`src/design/wcf_pkg.sv`:
```
// shared types and constants of the wolff cluster flip unit
// used by every module of the block; depends on nothing else
package wcf_pkg;

  localparam int SIDE_DEFAULT = 16;
  localparam int SITE_IN_W    = 12;
  localparam int CLUSTER_W    = 13;
  localparam int WORD_W       = 32;
  localparam int CFG_IDX_W    = 2;

  // item actions
  typedef enum logic [1:0] {
    ACT_STEP  = 2'd0,
    ACT_READ  = 2'd1,
    ACT_WRITE = 2'd2
  } action_e;

  // configuration register indexes
  localparam logic [CFG_IDX_W-1:0] CFG_BOND = 2'd0;
  localparam logic [CFG_IDX_W-1:0] CFG_SEED = 2'd1;

  // neighbour directions in visiting order
  localparam logic [2:0] DIR_XP = 3'd0;
  localparam logic [2:0] DIR_XN = 3'd1;
  localparam logic [2:0] DIR_YP = 3'd2;
  localparam logic [2:0] DIR_YN = 3'd3;
  localparam logic [2:0] DIR_ZP = 3'd4;
  localparam logic [2:0] DIR_ZN = 3'd5;

  // controls from the sequencer to the random unit
  typedef struct packed {
    logic              load_thr;
    logic              load_seed;
    logic              advance;
    logic [WORD_W-1:0] data;
  } rng_ctrl_t;

endpackage

```
`src/design/wcf_rng.sv`:
```
// xorshift32 generator with the bond threshold register and compare
// depends on wcf_pkg for the control struct
module wcf_rng import wcf_pkg::*; (
  input  logic      clk_i,
  input  logic      rst_ni,
  input  rng_ctrl_t ctrl_i,
  output logic      hit_o
);

  logic [WORD_W-1:0] state_q, state_d;
  logic [WORD_W-1:0] thr_q, thr_d;
  logic [WORD_W-1:0] x1, x2, draw;

  // next draw from the current state
  always_comb begin
    x1   = state_q ^ (state_q << 13);
    x2   = x1 ^ (x1 >> 17);
    draw = x2 ^ (x2 << 5);
  end

  assign hit_o = draw < thr_q;

  always_comb begin
    state_d = state_q;
    thr_d   = thr_q;
    if (ctrl_i.load_seed) begin
      // a zero seed would lock the generator
      state_d = (ctrl_i.data == '0) ? WORD_W'(1) : ctrl_i.data;
    end else if (ctrl_i.advance) begin
      state_d = draw;
    end
    if (ctrl_i.load_thr) begin
      thr_d = ctrl_i.data;
    end
  end

  always_ff @(posedge clk_i or negedge rst_ni) begin
    if (!rst_ni) begin
      state_q <= WORD_W'(1);
      thr_q   <= '0;
    end else begin
      state_q <= state_d;
      thr_q   <= thr_d;
    end
  end

endmodule

```
`config.mk`:
```
export PLATFORM = sky130hd
export DESIGN_NAME = wcf_rng
export DESIGN_NICKNAME = d
export VERILOG_FILES = /design/src/design/wcf_pkg.sv /design/src/design/wcf_rng.sv
export SDC_FILE = /design/constraint.sdc
export NUM_CORES = 1
export LEC_CHECK = 0
export BUFFER_PORTS_ARGS = -buffer_cell sky130_fd_sc_hd__buf_4
export CORE_MARGIN = 3
export CORE_UTILIZATION = 50
export CTS_BUF_LIST = sky130_fd_sc_hd__clkbuf_8
export DETAILED_ROUTE_END_ITERATION = 10
export PLACE_DENSITY = 0.72
export SLEW_MARGIN = 0
export SYNTH_ARGS = -nofsm -noshare
export SYNTH_HDL_FRONTEND = slang
export SYNTH_SLANG_ARGS = --single-unit
```
`constraint.sdc`:
```
create_clock -name clk_i -period 2.7 [get_ports clk_i]
set_input_delay 0.54 -clock clk_i [delete_from_list [all_inputs] [get_ports clk_i]]
set_output_delay 0.54 -clock clk_i [all_outputs]
set_load 0.03 [all_outputs]
```
==> flow_metrics.env <==
export IMPL_status="complete, but fails checks"
export IMPL_violations="setup timing"
export IMPL_cap_violations=0
export IMPL_hp_class="input port to asynchronous set/reset pin"
export IMPL_synthArstFlopShare_pct=100
export IMPL_finalSetupTns_ns=-0.609
export IMPL_nNetsFinal=607
export IMPL_grt_pass1_wl_um=18200
export IMPL_synth_top_area_cell="dfrtp_1"
export IMPL_nFillCells=613
export IMPL_gr_total_overflow=0
export IMPL_synthTopCellsByArea="dfrtp_1 38%, xnor2_1 11%, ha_1 9.3%"
export IMPL_drt_iter0_drc=212
export IMPL_viasPerCell=5.45
export IMPL_worst_slack_ns=-0.609
export IMPL_synth_top_area_share_pct=38.0
export IMPL_fin_area_um2=5260
export IMPL_die_w_um=97.1
export IMPL_min_period_ns=3.31
export IMPL_cts_tree="done"
export IMPL_place_hpwl_um=8390
export IMPL_wl_per_cell_um=17.4
export IMPL_diodes=0
export IMPL_critPathCaptureType="output port"
export IMPL_worst_pin_slew_ns=0.817
export IMPL_dieArea_um2=9430
export IMPL_startpoint_type="register"
export IMPL_grt_max_degree=65
export IMPL_drt_first_pass_iters=4
export IMPL_fp_coreArea_um2=7890
export IMPL_insertion_delay_ns=0.35
export IMPL_stdcell_count=646
export IMPL_relSlewSlack_pct=45.6
export IMPL_setup_viol=1
export IMPL_antenna_found_initial=0
export IMPL_placed_cells=624
export IMPL_critPathBufInv=1
export IMPL_maxSlewViolCount=0
export IMPL_netlist_area_um2=4150
export IMPL_fp_dieH_um=97.1
export IMPL_cp_data_arrival_time_ns=2.77
export IMPL_place_congestion=0.936
export IMPL_cts_sinks=64
export IMPL_yosysWarningCount=0
export IMPL_cpLargestDelayFamily="XOR/XNOR gates"
export IMPL_io_pins=38
export IMPL_drc=0
export IMPL_grt_usage_pct=24.8
export IMPL_vias=3521
export IMPL_cts_buffers=9
export IMPL_area_growth_syn_to_layout_pct=26.7
export IMPL_fmax_mhz=302
export IMPL_clockRootBuffer="clkbuf_8"
export IMPL_wirelength_um=11200
export IMPL_synth_most_common_cell="nand2_1"
export IMPL_synthTopCellsByCount="72 x nand2_1, 63 x dfrtp_1, 53 x xnor2_1"
export IMPL_cpPeakStageDelay_ns=0.49
export IMPL_synth_edff_count=0
export IMPL_rows=32
export IMPL_critPathSlowestCell="dfrtp_2"
export IMPL_max_clock_path_buffers=2
export IMPL_fin_skew_ns=0.00819
export IMPL_drtAntennaViolNets=0
export IMPL_grt_pass1_vias=3583
export IMPL_path_cells="xnor2_4 -> xor2_2 -> xor2_2 -> ha_1 -> a21o_1 -> a21o_1 -> a221oi_2 -> nor3b_2 -> nor3_4 -> buf_6"
export IMPL_final_hold_viol_count=0
export IMPL_clk_pin_slew_worst_paths_ns=0.08
export IMPL_syn_avg_cell_area_um2=8.98
export IMPL_rsz0062_at_grt="true"
export IMPL_h_tree_depth=3
export IMPL_postPlaceCellArea_um2=4870
export IMPL_hold_buffers=0
export IMPL_synthCells=462
export IMPL_worstPathMaxFanout=3
export IMPL_ys_ff_latch=64
export IMPL_timing_worst_setup_path_type="register to output port"
export IMPL_syn_num_nets=530
export IMPL_ys_types=34
export IMPL_required_ns=2.16
export IMPL_drive_above_1_share_pct=26.7
export IMPL_ys_flop_type="dfrtp_1"
export IMPL_seq_area_frac_synth_pct=38.6
export IMPL_start_util_pct=52.6
export IMPL_portBuffers=37
export IMPL_period_share_pct=123
-- stage by stage --
stage / setup slack (ns) / hold slack [ns] / util, %
after floorplan: -0.107 / 0.244 / -
after global placement: -0.318 / 0.513 / 61.8
after detailed placement: -0.395 / 0.518 / 61.8
after CTS: -0.622 / 0.312 / 66.0
after global routing: -0.762 / 0.324 / 66.6
final: -0.609 / 0.262 / 66.6
-- worst reg2reg max path, stage by stage, from the launching register on --
cell and delay, ns:
dfrtp_2 0.49, xnor2_4 0.22, xor2_2 0.22, xor2_2 0.22, buf_4 0.15, buf_4 0.09
nor2_1 0.04, o21ai_1 0.19
-- sequential cells by signal (all words and copies together) (netlist names) --
register	cells
state_q	32
thr_q	32
-- cell usage in the layout (no fill, tap or decap), types with 13 or more instances in the layout --
master,netlist,final
inv_1,35,38
xnor2_1,53,40
nor2_1,22,22
ha_1,31,31
buf_4,0,90
o21ai_1,30,30
nand2_1,72,72
a21oi_1,13,13
clkbuf_8,0,13
xnor2_2,8,18
mux2i_1,13,13
dfrtp_1,63,60
o21ai_0,48,48
-- repair_timing --
action	4_1_cts	5_1_grt
endpoints found under the setup margin	1	1
buffers inserted	5	1
pin swaps	8	3
gates resized for setup	15	7
-- path summary, 6_finish.rpt --
path,start,end,slack (ns),depth (start not counted)
worst max-delay path,state_q[17],hit_o,-0.61,10
worst min-delay path,rst_ni,thr_q[15],0.26,1
worst max register to register,state_q[17],state_q[13],1.01,7
worst min register to register,thr_q[0],thr_q[0],0.53,1
max in group asynchronous,rst_ni,state_q[10],1.82,1
min in group clk_i,ctrl_i[9],thr_q[9],0.41,3
-- metal layers --
metal | track usage (%) | up-vias | wire length [um]
li1 | - | 1684 | -
met1 | 32.7 | 1698 | 5060
met2 | 39.2 | 106 | 5190
met3 | 5.38 | 33 | 520
met4 | 11.4 | 0 | 455
met5 | 0 | - | 0
-- final cells by class --
class	count	area, um^2	area share, %
clock buffers	13	179	3.40
inverters	35	131	2.50
flip-flops and latches	64	1610	30.6
repair buffers	91	687	13.1
well taps	102	128	2.43
clock inverters	3	11.3	0.214
multi-input cells	338	2510	47.8
-- logic make-up after synthesis --
kind of cell	Yosys count	share of synthesized area [%]
XOR/XNOR	73	17.8
flip-flops	64	38.6
adder cells (fa/ha/maj)	31	9.35
multiplexers	14	3.41
buffers and inverters	60	5.64
AND/OR/NAND/NOR	117	12.0
AO/OA/AOI/OAI	103	13.2
Power is not shown: default switching activity piles up to over one toggle a cycle in this logic, so the estimate is an artifact.
